File: src/rtl/core/oha_pkg.sv
// Shared codes, defaults and result type for the ownership handover arbiter.
package oha_pkg;

	localparam int OHA_COUNT_BITS = 32;

	localparam logic [2:0] CMD_REQUEST  = 3'd0;
	localparam logic [2:0] CMD_PROMOTE  = 3'd1;
	localparam logic [2:0] CMD_DEMOTE   = 3'd2;
	localparam logic [2:0] CMD_RESET    = 3'd3;
	localparam logic [2:0] CMD_BEGIN    = 3'd4;
	localparam logic [2:0] CMD_ACK      = 3'd5;
	localparam logic [2:0] CMD_COMPLETE = 3'd6;

	localparam logic [1:0] WHO_NONE     = 2'd0;
	localparam logic [1:0] WHO_REALTIME = 2'd1;
	localparam logic [1:0] WHO_REPLAY   = 2'd2;

	localparam logic [1:0] MODE_COLD       = 2'd0;
	localparam logic [1:0] MODE_ARMED      = 2'd2;
	localparam logic [1:0] MODE_PERFORMING = 2'd3;

	typedef struct packed {
		logic [63:0] generation;
		logic        granted;
		logic        release_wanted;
		logic [1:0]  owner;
		logic [1:0]  mode;
		logic        pending;
		logic [31:0] grants;
		logic [31:0] refusals;
	} oha_res_t;

endpackage

File: src/rtl/core/ownership_handover_arbiter.sv
// Top level: command input register, arbiter logic and result register.
//
//   channel  valid      ready      payload
//   command  cmd_valid  cmd_ready  command, requester, wanted_mode, last_frame, tag
//   result   rsp_valid  rsp_ready  result_generation .. refusals
//
// One command per cycle while rsp_ready stays high; the result is valid after the
// command transfer has passed the input register, then the result register.
// The command register refills in the cycle its item moves to the result register;
// a held result still takes one further command in, then cmd_ready drops.
// arst_n clears owner, mode, generations and counters; no result is pending after it.
module ownership_handover_arbiter import oha_pkg::*; #(
	parameter int COUNT_BITS = OHA_COUNT_BITS
) (
	input  logic        clk,
	input  logic        arst_n,
	input  logic        cmd_valid,
	output logic        cmd_ready,
	input  logic [2:0]  command,
	input  logic [1:0]  requester,
	input  logic [1:0]  wanted_mode,
	input  logic [63:0] last_frame,
	input  logic [63:0] tag,
	output logic        rsp_valid,
	input  logic        rsp_ready,
	output logic [63:0] result_generation,
	output logic        granted,
	output logic        release_wanted,
	output logic [1:0]  owner_now,
	output logic [1:0]  mode_now,
	output logic        handover_pending,
	output logic [31:0] grants_done,
	output logic [31:0] refusals
);

	logic        vld_s1;
	logic [2:0]  cmd_s1;
	logic [1:0]  who_s1, want_s1;
	logic [63:0] frame_s1, tag_s1;
	logic        out_vld_q;
	oha_res_t    res, res_q;
	logic        adv;

	assign adv       = vld_s1 && (!out_vld_q || rsp_ready);
	assign cmd_ready = !vld_s1 || adv;

	always_ff @(posedge clk or negedge arst_n) begin
		if (!arst_n) begin
			vld_s1 <= 1'b0;
		end else if (cmd_ready) begin
			vld_s1 <= cmd_valid;
		end
	end

	always_ff @(posedge clk) begin
		if (cmd_ready && cmd_valid) begin
			cmd_s1   <= command;
			who_s1   <= requester;
			want_s1  <= wanted_mode;
			frame_s1 <= last_frame;
			tag_s1   <= tag;
		end
	end

	oha_ctrl #(
		.COUNT_BITS(COUNT_BITS)
	) u_ctrl (
		.clk    (clk),
		.arst_n (arst_n),
		.step_en(adv),
		.cmd    (cmd_s1),
		.who_in (who_s1),
		.want   (want_s1),
		.frame  (frame_s1),
		.tag    (tag_s1),
		.res    (res)
	);

	always_ff @(posedge clk or negedge arst_n) begin
		if (!arst_n) begin
			out_vld_q <= 1'b0;
		end else if (!out_vld_q || rsp_ready) begin
			out_vld_q <= vld_s1;
		end
	end

	always_ff @(posedge clk) begin
		if (adv) begin
			res_q <= res;
		end
	end

	assign rsp_valid         = out_vld_q;
	assign result_generation = res_q.generation;
	assign granted           = res_q.granted;
	assign release_wanted    = res_q.release_wanted;
	assign owner_now         = res_q.owner;
	assign mode_now          = res_q.mode;
	assign handover_pending  = res_q.pending;
	assign grants_done       = res_q.grants;
	assign refusals          = res_q.refusals;

endmodule

File: src/rtl/core/oha_ctrl.sv
// Arbiter state registers and the per-command next-state and result logic.
module oha_ctrl import oha_pkg::*; #(
	parameter int COUNT_BITS = OHA_COUNT_BITS
) (
	input  logic        clk,
	input  logic        arst_n,
	input  logic        step_en,
	input  logic [2:0]  cmd,
	input  logic [1:0]  who_in,
	input  logic [1:0]  want,
	input  logic [63:0] frame,
	input  logic [63:0] tag,
	output oha_res_t    res
);

	logic [1:0]            owner_q, tgt_owner_q, mode_q, tgt_mode_q;
	logic                  pend_q;
	logic [63:0]           req_gen_q, acked_gen_q, rel_frame_q;
	logic [COUNT_BITS-1:0] xfer_cnt_q, deny_cnt_q;

	logic [1:0]            owner_d, tgt_owner_d, mode_d, tgt_mode_d;
	logic                  pend_d;
	logic [63:0]           req_gen_d, acked_gen_d, rel_frame_d;
	logic [COUNT_BITS-1:0] xfer_cnt_d, deny_cnt_d;
	logic [63:0]           gen_out, req_gen_inc, xfer_ext, deny_ext;
	logic [1:0]            who;
	logic                  ok, rel;

	assign who = (who_in == WHO_REALTIME || who_in == WHO_REPLAY) ? who_in : WHO_NONE;
	assign req_gen_inc = req_gen_q + 64'd1;

	always_comb begin
		owner_d     = owner_q;
		tgt_owner_d = tgt_owner_q;
		mode_d      = mode_q;
		tgt_mode_d  = tgt_mode_q;
		pend_d      = pend_q;
		req_gen_d   = req_gen_q;
		acked_gen_d = acked_gen_q;
		rel_frame_d = rel_frame_q;
		xfer_cnt_d  = xfer_cnt_q;
		deny_cnt_d  = deny_cnt_q;
		gen_out     = 64'd0;
		ok          = 1'b0;
		rel         = 1'b0;
		unique case (cmd)
			CMD_REQUEST: begin
				if (!pend_q) begin
					if (owner_q == who && mode_q == want) begin
						gen_out = req_gen_q;
						ok      = 1'b1;
					end else begin
						tgt_owner_d = who;
						tgt_mode_d  = want;
						req_gen_d   = req_gen_inc;
						gen_out     = req_gen_inc;
						if (owner_q == WHO_NONE || owner_q == who) begin
							mode_d     = want;
							owner_d    = who;
							xfer_cnt_d = xfer_cnt_q + COUNT_BITS'(1);
							ok         = 1'b1;
						end else begin
							pend_d = 1'b1;
						end
					end
				end
			end
			CMD_PROMOTE: begin
				if (owner_q == WHO_REALTIME && !pend_q &&
				    (mode_q == MODE_ARMED || mode_q == MODE_PERFORMING)) begin
					mode_d = MODE_PERFORMING;
					ok     = 1'b1;
				end
			end
			CMD_DEMOTE: begin
				if (owner_q == WHO_REALTIME &&
				    (mode_q == MODE_ARMED || mode_q == MODE_PERFORMING)) begin
					mode_d = MODE_ARMED;
					ok     = 1'b1;
				end
			end
			CMD_RESET: begin
				pend_d      = 1'b0;
				owner_d     = WHO_NONE;
				tgt_owner_d = WHO_NONE;
				mode_d      = MODE_COLD;
				tgt_mode_d  = MODE_COLD;
				ok          = 1'b1;
			end
			CMD_BEGIN: begin
				if (owner_q != who) begin
					deny_cnt_d = deny_cnt_q + COUNT_BITS'(1);
				end else begin
					gen_out = req_gen_q;
					ok      = 1'b1;
					rel     = pend_q && (tgt_owner_q != who);
				end
			end
			CMD_ACK: begin
				if (pend_q && tag == req_gen_q && owner_q == who) begin
					rel_frame_d = frame;
					owner_d     = WHO_NONE;
					acked_gen_d = tag;
					ok          = 1'b1;
				end
			end
			CMD_COMPLETE: begin
				if (tag != 64'd0 && req_gen_q == tag) begin
					if (!pend_q) begin
						ok = 1'b1;
					end else if (acked_gen_q == tag) begin
						mode_d     = tgt_mode_q;
						pend_d     = 1'b0;
						owner_d    = tgt_owner_q;
						xfer_cnt_d = xfer_cnt_q + COUNT_BITS'(1);
						ok         = 1'b1;
					end
				end
			end
			default: begin
			end
		endcase
	end

	always_ff @(posedge clk or negedge arst_n) begin
		if (!arst_n) begin
			owner_q     <= WHO_NONE;
			tgt_owner_q <= WHO_NONE;
			mode_q      <= MODE_COLD;
			tgt_mode_q  <= MODE_COLD;
			pend_q      <= 1'b0;
			req_gen_q   <= 64'd0;
			acked_gen_q <= 64'd0;
			rel_frame_q <= 64'd0;
			xfer_cnt_q  <= '0;
			deny_cnt_q  <= '0;
		end else if (step_en) begin
			owner_q     <= owner_d;
			tgt_owner_q <= tgt_owner_d;
			mode_q      <= mode_d;
			tgt_mode_q  <= tgt_mode_d;
			pend_q      <= pend_d;
			req_gen_q   <= req_gen_d;
			acked_gen_q <= acked_gen_d;
			rel_frame_q <= rel_frame_d;
			xfer_cnt_q  <= xfer_cnt_d;
			deny_cnt_q  <= deny_cnt_d;
		end
	end

	assign xfer_ext = 64'(xfer_cnt_d);
	assign deny_ext = 64'(deny_cnt_d);

	always_comb begin
		res.generation     = gen_out;
		res.granted        = ok;
		res.release_wanted = rel;
		res.owner          = owner_d;
		res.mode           = mode_d;
		res.pending        = pend_d;
		res.grants         = xfer_ext[31:0];
		res.refusals       = deny_ext[31:0];
	end

	a_reset_clears: assert property (@(posedge clk) disable iff (!arst_n)
		step_en && cmd == CMD_RESET |=> !pend_q && owner_q == WHO_NONE && mode_q == MODE_COLD)
		else $error("reset command left owner, mode or pending set");

	a_ack_frame: assert property (@(posedge clk) disable iff (!arst_n)
		step_en && cmd == CMD_ACK && ok |=> rel_frame_q == $past(frame) && owner_q == WHO_NONE)
		else $error("acknowledge did not record frame or release owner");

	a_gen_step: assert property (@(posedge clk) disable iff (!arst_n)
		1'b1 |=> req_gen_q == $past(req_gen_q) || req_gen_q == $past(req_gen_q) + 64'd1)
		else $error("request generation moved by more than one");

	a_idle_hold: assert property (@(posedge clk) disable iff (!arst_n)
		!step_en |=> $stable(xfer_cnt_q) && $stable(deny_cnt_q) && $stable(pend_q))
		else $error("state changed without a command");

endmodule
File: config.mk
export PLATFORM = sky130hd
export DESIGN_NAME = ownership_handover_arbiter
export DESIGN_NICKNAME = d
export VERILOG_FILES = /design/src/rtl/core/oha_pkg.sv /design/src/rtl/core/ownership_handover_arbiter.sv /design/src/rtl/core/oha_ctrl.sv
export SDC_FILE = /design/constraint.sdc
export NUM_CORES = 1
export LEC_CHECK = 0
export ABC_AREA = 0
export BUFFER_PORTS_ARGS = -buffer_cell sky130_fd_sc_hd__buf_2
export CAP_MARGIN = 20
export CORE_AREA = 2 2 197 199
export CTS_CLUSTER_SIZE = 40
export DETAILED_ROUTE_END_ITERATION = 10
export DIE_AREA = 0 0 199 201
export HOLD_SLACK_MARGIN = 0.03
export PLACE_DENSITY = 0.86
export SLEW_MARGIN = 10
export SYNTH_ARGS = -nofsm -noshare
export SYNTH_HDL_FRONTEND = slang
export SYNTH_HIERARCHICAL = 1
export SYNTH_SLANG_ARGS = --single-unit
File: constraint.sdc
create_clock -name clk -period 14.25 [get_ports clk]
set_clock_uncertainty 0.15 [all_clocks]
set_input_delay 1.425 -clock clk [delete_from_list [all_inputs] [get_ports clk]]
set_output_delay 1.425 -clock clk [all_outputs]
set_load 0.005 [all_outputs]
== Word level (Yosys, flattened, before mapping) ==
Cells that the tools add are included.

* Output and inout port bits: 137
* Flip-flop bits (word level): 409
* Bits of input ports: 139

* Mux-type cells: 55
* Bitwise logic cells: 2
* $add $sub $neg: 3
* Reductions and logical operators: 26
* Equal/unequal tests: 20

{| class="wikitable"
|+ Operators by type and width
! cell !! number
|-
| 32-bit 2-to-1 mux || 8
|-
| 64-bit equality test || 3
|-
| 64-bit 2-to-1 mux || 3
|-
| 64-bit one-hot mux with 2 select lines || 1
|-
| 32-bit by 1-bit adder with 32-bit output (second input constant) || 2
|-
| 64-bit by 1-bit adder with 64-bit output (second input constant) || 1
|-
| 32-bit one-hot mux with 2 select lines || 1
|-
| 64-bit nonzero test || 1
|-
| 2-bit 2-to-1 mux || 20
|-
| 1-bit 2-to-1 mux || 16
|-
| 1-bit logical AND || 10
|-
| 2-bit one-hot mux with 5 select lines || 1
|-
| 3-bit equality test (second input constant) || 3
|-
| 2-bit one-hot mux with 2 select lines || 2
|-
| 2-bit one-hot mux with 4 select lines || 1
|-
| 1-bit one-hot mux with 7 select lines || 1
|-
| 2-bit equality test (second input constant) || 3
|-
| 3-bit by 2-bit equality test with 1-bit output (second input constant) || 2
|-
| 3-bit AND reduction || 2
|-
| 1-bit logical OR || 5
|-
| 2-bit by 1-bit equality test with 1-bit output (second input constant) || 2
|-
| 2-bit equality test || 2
|-
| 2-bit != test || 2
|-
| 2-bit != test (second input constant) || 2
|-
| 9 further kinds || 12
|}

== Longest topological paths before layout ==
Gate-level depths: netlist (run 1).

* Word-level depth: 9
* Gate-level depth with buffers: 10
* Gate-level depth less buffers: 8

== Hierarchy ==
Netlist (run 1), hierarchy kept.

{| class="wikitable"
|+ By module, submodules not included
! module !! area each (µm²) !! times used !! cells an instance
|-
| oha_ctrl || 14214.9 || 1 || 1573
|-
| ownership_handover_arbiter || 8211.6 || 1 || 278
|}

== Worst setup path after synthesis (run 1) ==
Ideal clock, no wire load.

* Kind: input port to flip-flop
* Start: in rsp_ready
* End: reg u_ctrl.acked_gen_q[0]
* Required time: 13.975 ns
* Stages: 7
* Library setup time: 0.125 ns
* Data arrival time: 7.012 ns
* Slack: 6.963 ns
* Path through: nand2b_1 -> and2_1 -> clkinv_1 -> or3_1 -> buf_6 -> buf_12 -> mux2_4

* Word-level cells in the longest chain between the ends: 3

{| class="wikitable"
|+ RTL lines
! item !! RTL line !! text
|-
| start: declaration || ownership_handover_arbiter.sv:25 || <nowiki>input logic rsp_ready,</nowiki>
|-
| 1-bit logical OR || ownership_handover_arbiter.sv:44 || <nowiki>assign adv = vld_s1 && (!out_vld_q || rsp_ready);</nowiki>
|-
| 1-bit logical AND || ownership_handover_arbiter.sv:44 ||
|-
| via adv || ownership_handover_arbiter.sv:42 || <nowiki>logic adv;</nowiki>
|-
| 3-bit AND reduction (no source line) || -- ||
|-
| end signal: assignment || oha_ctrl.sv:144 || <nowiki>acked_gen_q <= acked_gen_d;</nowiki>
|-
| end: declaration || oha_ctrl.sv:18 || <nowiki>logic [63:0] req_gen_q, acked_gen_q, rel_frame_q;</nowiki>
|}

The timed path passes the listed nets, and every way through them passes these cells.
A chain may end at the register's enable or synchronous reset.

==> results of run 1 <==
==> report_power, final <==
part / total (W) / internal (W) / switching [W]
Sequential: 0.00138 / 0.00132 / 0.0000668
Clock: 0.00123 / 0.000760 / 0.000467
Combinational: 0.000252 / 0.0000962 / 0.000155
==> state kept, by name, indices dropped and copies added (netlist names), 2 cells and up <==
signal              cells
refusals               32
u_ctrl/tgt_mode_q       2
mode_now                2
grants_done            32
who_s1                  2
want_s1                 2
u_ctrl/mode_q           2
tag_s1                 64
u_ctrl/tgt_owner_q      2
cmd_s1                  3
result_generation      64
owner_now               2
u_ctrl/owner_q          2
u_ctrl/xfer_cnt_q      32
u_ctrl/deny_cnt_q      32
u_ctrl/acked_gen_q     64
u_ctrl/req_gen_q       64
==> metal layers <==
layer | wire [um] | GRT usage | part of all wire | up-vias
li1 | - | - | - | 6787
met1 | 21000 | 0.357 | 0.41 | 7405
met2 | 23800 | 0.392 | 0.46 | 827
met3 | 4530 | 0.0465 | 0.088 | 147
met4 | 2210 | 0.110 | 0.043 | 0
met5 | 0 | 0 | 0 | -
==> final cells by class <==
class / count / area (um^2)
Multi-Input combinational cell: 1229 / 8560
Fill cell: 2887 / 14800
Clock inverter: 25 / 423
Tap cell: 518 / 648
Timing Repair Buffer: 227 / 1200
Sequential cell: 409 / 11300
Clock buffer: 52 / 1120
Inverter: 26 / 97.6
==> critical path: stages, from the launching register on <==
cell and delay (ps):
edfxtp_1 510, xnor2_1 410, nand4_1 140, nor4_1 700, and4_1 490, nand4_2 820
a211oi_1 690, xor2_1 110
==> cells in the final DEF (no fill, tap or decap), types with 42 or more instances in the layout <==
| master | n |
|---|---|
| nor3_1 | 43 |
| xor2_1 | 116 |
| nand3_1 | 60 |
| nand2_1 | 143 |
| dfrtp_1 | 203 |
| nand4_1 | 73 |
| nor2_1 | 90 |
| mux2_4 | 60 |
| edfxtp_1 | 206 |
| a21oi_1 | 55 |
| buf_2 | 210 |
| nor4_1 | 44 |
| o21ai_0 | 91 |
| clkbuf_16 | 42 |
| xnor2_1 | 192 |
==> metrics by stage <==
stage	hold WS (ps)	std cells
2_1_floorplan	300	1787
3_3_place_gp	325	2408
3_5_place_dp	332	2408
4_1_cts	342	2485
5_1_grt	365	2486
6_report	349	2486
==> worst max path at each step <==
stage | slack (ps) | to | cells past startpoint | start
floorplan | 6960 | u_ctrl/acked_gen_q[0] | 7 | rsp_ready
global placement | 9620 | u_ctrl/deny_cnt_q[30] | 8 | rsp_ready
detailed placement | 9470 | u_ctrl/deny_cnt_q[30] | 8 | rsp_ready
CTS | 10050 | u_ctrl/deny_cnt_q[30] | 8 | rsp_ready
global route | 9860 | u_ctrl/deny_cnt_q[22] | 8 | rsp_ready
finish | 9960 | grants_done[8] | 7 | tag_s1[1]
==> flow_summary.yaml, run 1 <==
critical_path:
  start_kind: "register"
  worstRegToRegCells: 7
  cp.required_ps: 14400
  crit_path_end_kind: "register"
  crit-reg2reg-launch: "tag_s1[1]"
  crit_fanout: 37
  rr_endpoint: "grants_done[8]"
  path_class: "reg2reg"
  worstPathArrival_ps: 4450
  ff2ff_setup_slack_ps: 9960
route:
  vias_per_cell: 6.10
  routed_wl_um: 51600
  drc: 0
  ant_nets: 0
  drt-pass1-iter-count: 5
  vias: 15200
  post_drt_wl_per_cell_um: 20.8
  drtIter0Drc: 1625
clock_network:
  cts_root_buf: "clkbuf_16"
  hold_buffers: 0
  cts_resized: 0
  cts_tree: "yes"
  clk_path_buf_depth: 3
  htree_levels: 2
  clk_pin_slew_worst_paths_ps: 60
  cts_setup_buffers: 0
  clkLatencyLatePin_ps: 580
  cts_buffers: 42
  cts_sinks: 409
synth:
  synthesis.nets: 1929
  syn_area_um2: 20500
  syn_avg_cell_area_um2: 11.5
  yosysWarnings: 6
  syn_inst: 1787
floorplan:
  core_area_um2: 38100
  rows: 72
  initial_utilization: 0.538
  die-area_um2: 40000
  io_pins: 276
  die_y_um: 201
  die_w_um: 199
placed_design:
  portBuffers: 211
  placed_area_um2: 21700
  place.gp.congestion: 0.949
  dp_slack_ps: 9470
  hpwl_um: 35600
finish:
  design_area_um2: 23300
  n_antenna_cell: 0
  nets: 2077
  area_growth_pct: 13.7
  final_util: 0.612
  drive_gt1_frac: 0.199
power:
  vdd.ir_drop.worst_mv: 0.126
  leakagePower_nw: 9.70
  power_density_nw_per_um2: 123
  totalPowerFinal_w: 0.00286
sta:
  setup_ws_ps: 9960
  tns_ps: 0
  report.final.slew_viol_count: 0
  min_period_ps: 4290
  setup_violations: 0
  max_freq_mhz: 233
  slew_headroom: 0.221
  hold_viol: 0
  worst_slew_pin_slew_ps: 1160
  rsz0062_at_grt: "false"
  fin_crit_sh: 0.301
job:
  maxCapViolations: 0
worst_hold_path:
  min_from: "u_ctrl/xfer_cnt_q[31]"
  whs_endpoint: "u_ctrl/xfer_cnt_q[31]"
  hold_path_depth: 1
  hp-class: "reg2reg"
global_routing:
  antenna_found_initial: 0
  grt_remaining_overflow: 0
  grt.total_usage: 0.255
  grt_pass1_vias: 14200
  grt_start_max_net_pins: 82
  grt_pass1_wl_um: 79200
outcome:
  status: "complete, no violations"
Power figures use the tool's default switching activity.
==> run 2: changes to the inputs <==
--- a/config.mk
+++ b/config.mk
@@ -8,12 +8,12 @@
 export ABC_AREA = 0
 export BUFFER_PORTS_ARGS = -buffer_cell sky130_fd_sc_hd__buf_2
 export CAP_MARGIN = 20
-export CORE_AREA = 2 2 197 199
+export CORE_AREA = 2 2 209 211
 export CTS_CLUSTER_SIZE = 40
 export DETAILED_ROUTE_END_ITERATION = 10
-export DIE_AREA = 0 0 199 201
+export DIE_AREA = 0 0 211 213
 export HOLD_SLACK_MARGIN = 0.03
-export PLACE_DENSITY = 0.86
+export PLACE_DENSITY = 0.81
 export SLEW_MARGIN = 10
 export SYNTH_ARGS = -nofsm -noshare
 export SYNTH_HDL_FRONTEND = slang
==> constraint.sdc (replaced) <==
create_clock -name clk -period 3.6 [get_ports clk]
set_clock_uncertainty 0.15 [all_clocks]
set_input_delay 0.36 -clock clk [delete_from_list [all_inputs] [get_ports clk]]
set_output_delay 0.36 -clock clk [all_outputs]
set_load 0.005 [all_outputs]
==> run 2 against run 1 <==
Sequential share of layout area shrank 2.3 points. Clock-buffer cell count grew 10. First-iteration DRC count shrank 11%. Non-clock buffer count grew 107. Total power grew to 4.0 times the previous value. Design area grew 4.9%. Highest routed layer unchanged.
==> flow_summary.yaml, run 2 (synthesis results as in run 1) <==
floorplan:
  io_pins: 276
  die-area_um2: 44900
  initial_utilization: 0.480
  rows: 76
  die_y_um: 213
  core_area_um2: 42700
  die_w_um: 211
sta:
  setup_ws_ps: 215
  fin_crit_sh: 0.940
  worst_slew_pin_slew_ps: 1040
  rsz0062_at_grt: "false"
  slew_headroom: 0.304
  tns_ps: 0
  max_freq_mhz: 295
  setup_violations: 0
  report.final.slew_viol_count: 0
  min_period_ps: 3380
  hold_viol: 0
power:
  leakagePower_nw: 10.2
  power_density_nw_per_um2: 470
  vdd.ir_drop.worst_mv: 0.392
placed_design:
  hpwl_um: 37700
  place.gp.congestion: 0.910
  portBuffers: 211
  dp_slack_ps: 266
route:
  ant_nets: 0
  vias: 15500
  drc: 0
  vias_per_cell: 5.90
  post_drt_wl_per_cell_um: 21.0
  drt-pass1-iter-count: 6
  drtIter0Drc: 1439
  routed_wl_um: 55100
clock_network:
  cts_sinks: 409
  htree_levels: 2
  clk_path_buf_depth: 3
  clk_pin_slew_worst_paths_ps: 60
  cts_resized: 0
  clkLatencyLatePin_ps: 580
  cts_setup_buffers: 0
  cts_buffers: 46
  cts_root_buf: "clkbuf_16"
  cts_tree: "yes"
finish:
  final_cell_mix: "buf_2, edfxtp_1, dfrtp_1, xnor2_1, nand2_1"
  nets: 2188
  drive_gt1_frac: 0.205
  n_antenna_cell: 0
  area_growth_pct: 19.3
  layout_commonest_cell: "buf_2"
global_routing:
  grt_pass1_wl_um: 85400
  grt_remaining_overflow: 0
  grt.total_usage: 0.244
  antenna_found_initial: 0
  grt_pass1_vias: 14900
  grt_start_max_net_pins: 97
critical_path:
  crit_fanout: 10
  crit_path_end_kind: "register"
  start_kind: "register"
  worstPathArrival_ps: 3540
  path_class: "reg2reg"
  cp.required_ps: 3760
worst_hold_path:
  hp-class: "in2async"
outcome:
  status: "complete, no violations"
job:
  maxCapViolations: 0
run 2: cell count changes in the layout (fill, tap and decap cells not counted), sizes merged:
cell         before  now
clkinvlp          2    5
buf             226  258
dlygate4sd3       0   75
clkinv           11   12
clkbuf           53   63
bufinv           11    6
run 2: cell type report:
class,count,area (um^2)
Clock inverter,24,294
Inverter,26,97.6
Clock buffer,62,1290
Tap cell,546,683
Timing Repair Buffer,334,2280
Sequential cell,409,11300
Fill cell,3414,18200
Multi-Input combinational cell,1229,8560
run 2: worst max-delay path, cell delays in order, from the launching register on:
cell,delay (ps)
edfxtp_1,490
xnor2_1,350
nand4_1,150
nor4_1,410
buf_4,180
nand4_1,220
or4_4,660
o311ai_1,380
o31ai_1,120
run 2: final timing paths:
path	startpoint	to	slack, ps	cells after the start
max	tag_s1[47]	grants_done[6]	220	8
min	arst_n	u_ctrl/deny_cnt_q[19]	270	2
max reg2reg	tag_s1[47]	grants_done[6]	220	8
min reg2reg	u_ctrl/tgt_mode_q[1]	u_ctrl/tgt_mode_q[1]	340	2
max in group asynchronous	arst_n	u_ctrl/acked_gen_q[44]	1990	3
min in group clk	tag[50]	tag_s1[50]	330	2
run 2: metrics by stage:
step                      cells  hold slack, ps  total power, W   util  cell area (um^2)
final                      2630             274          0.0115  0.573             24500
after global routing       2630             339          0.0119  0.573             24500
after detailed placement   2469             326         0.00658  0.518             22100
after CTS                  2630             314          0.0115  0.573             24500
after floorplan            1787           -85.6         0.00607      -             20500
after global placement     2469             322         0.00654  0.518             22100
run 2: layer usage:
metal	vias up	track usage	routed length [um]
met5	-	0	0
met4	0	0.0930	1840
met3	115	0.0322	3900
met2	770	0.401	26400
met1	7613	0.333	23000
li1	7009	-	-
run 2: power breakdown:
part,total [W],internal [W],switching [W]
clock network,0.00492,0.00297,0.00195
logic,0.00109,0.000456,0.000637
registers,0.00548,0.00521,0.000266
total,0.0115,0.00864,0.00285
run 2: repair_timing:
item,4_1_cts,5_1_grt
setup endpoints to repair,0,0
hold endpoints to repair,166,0
hold buffers,75,0
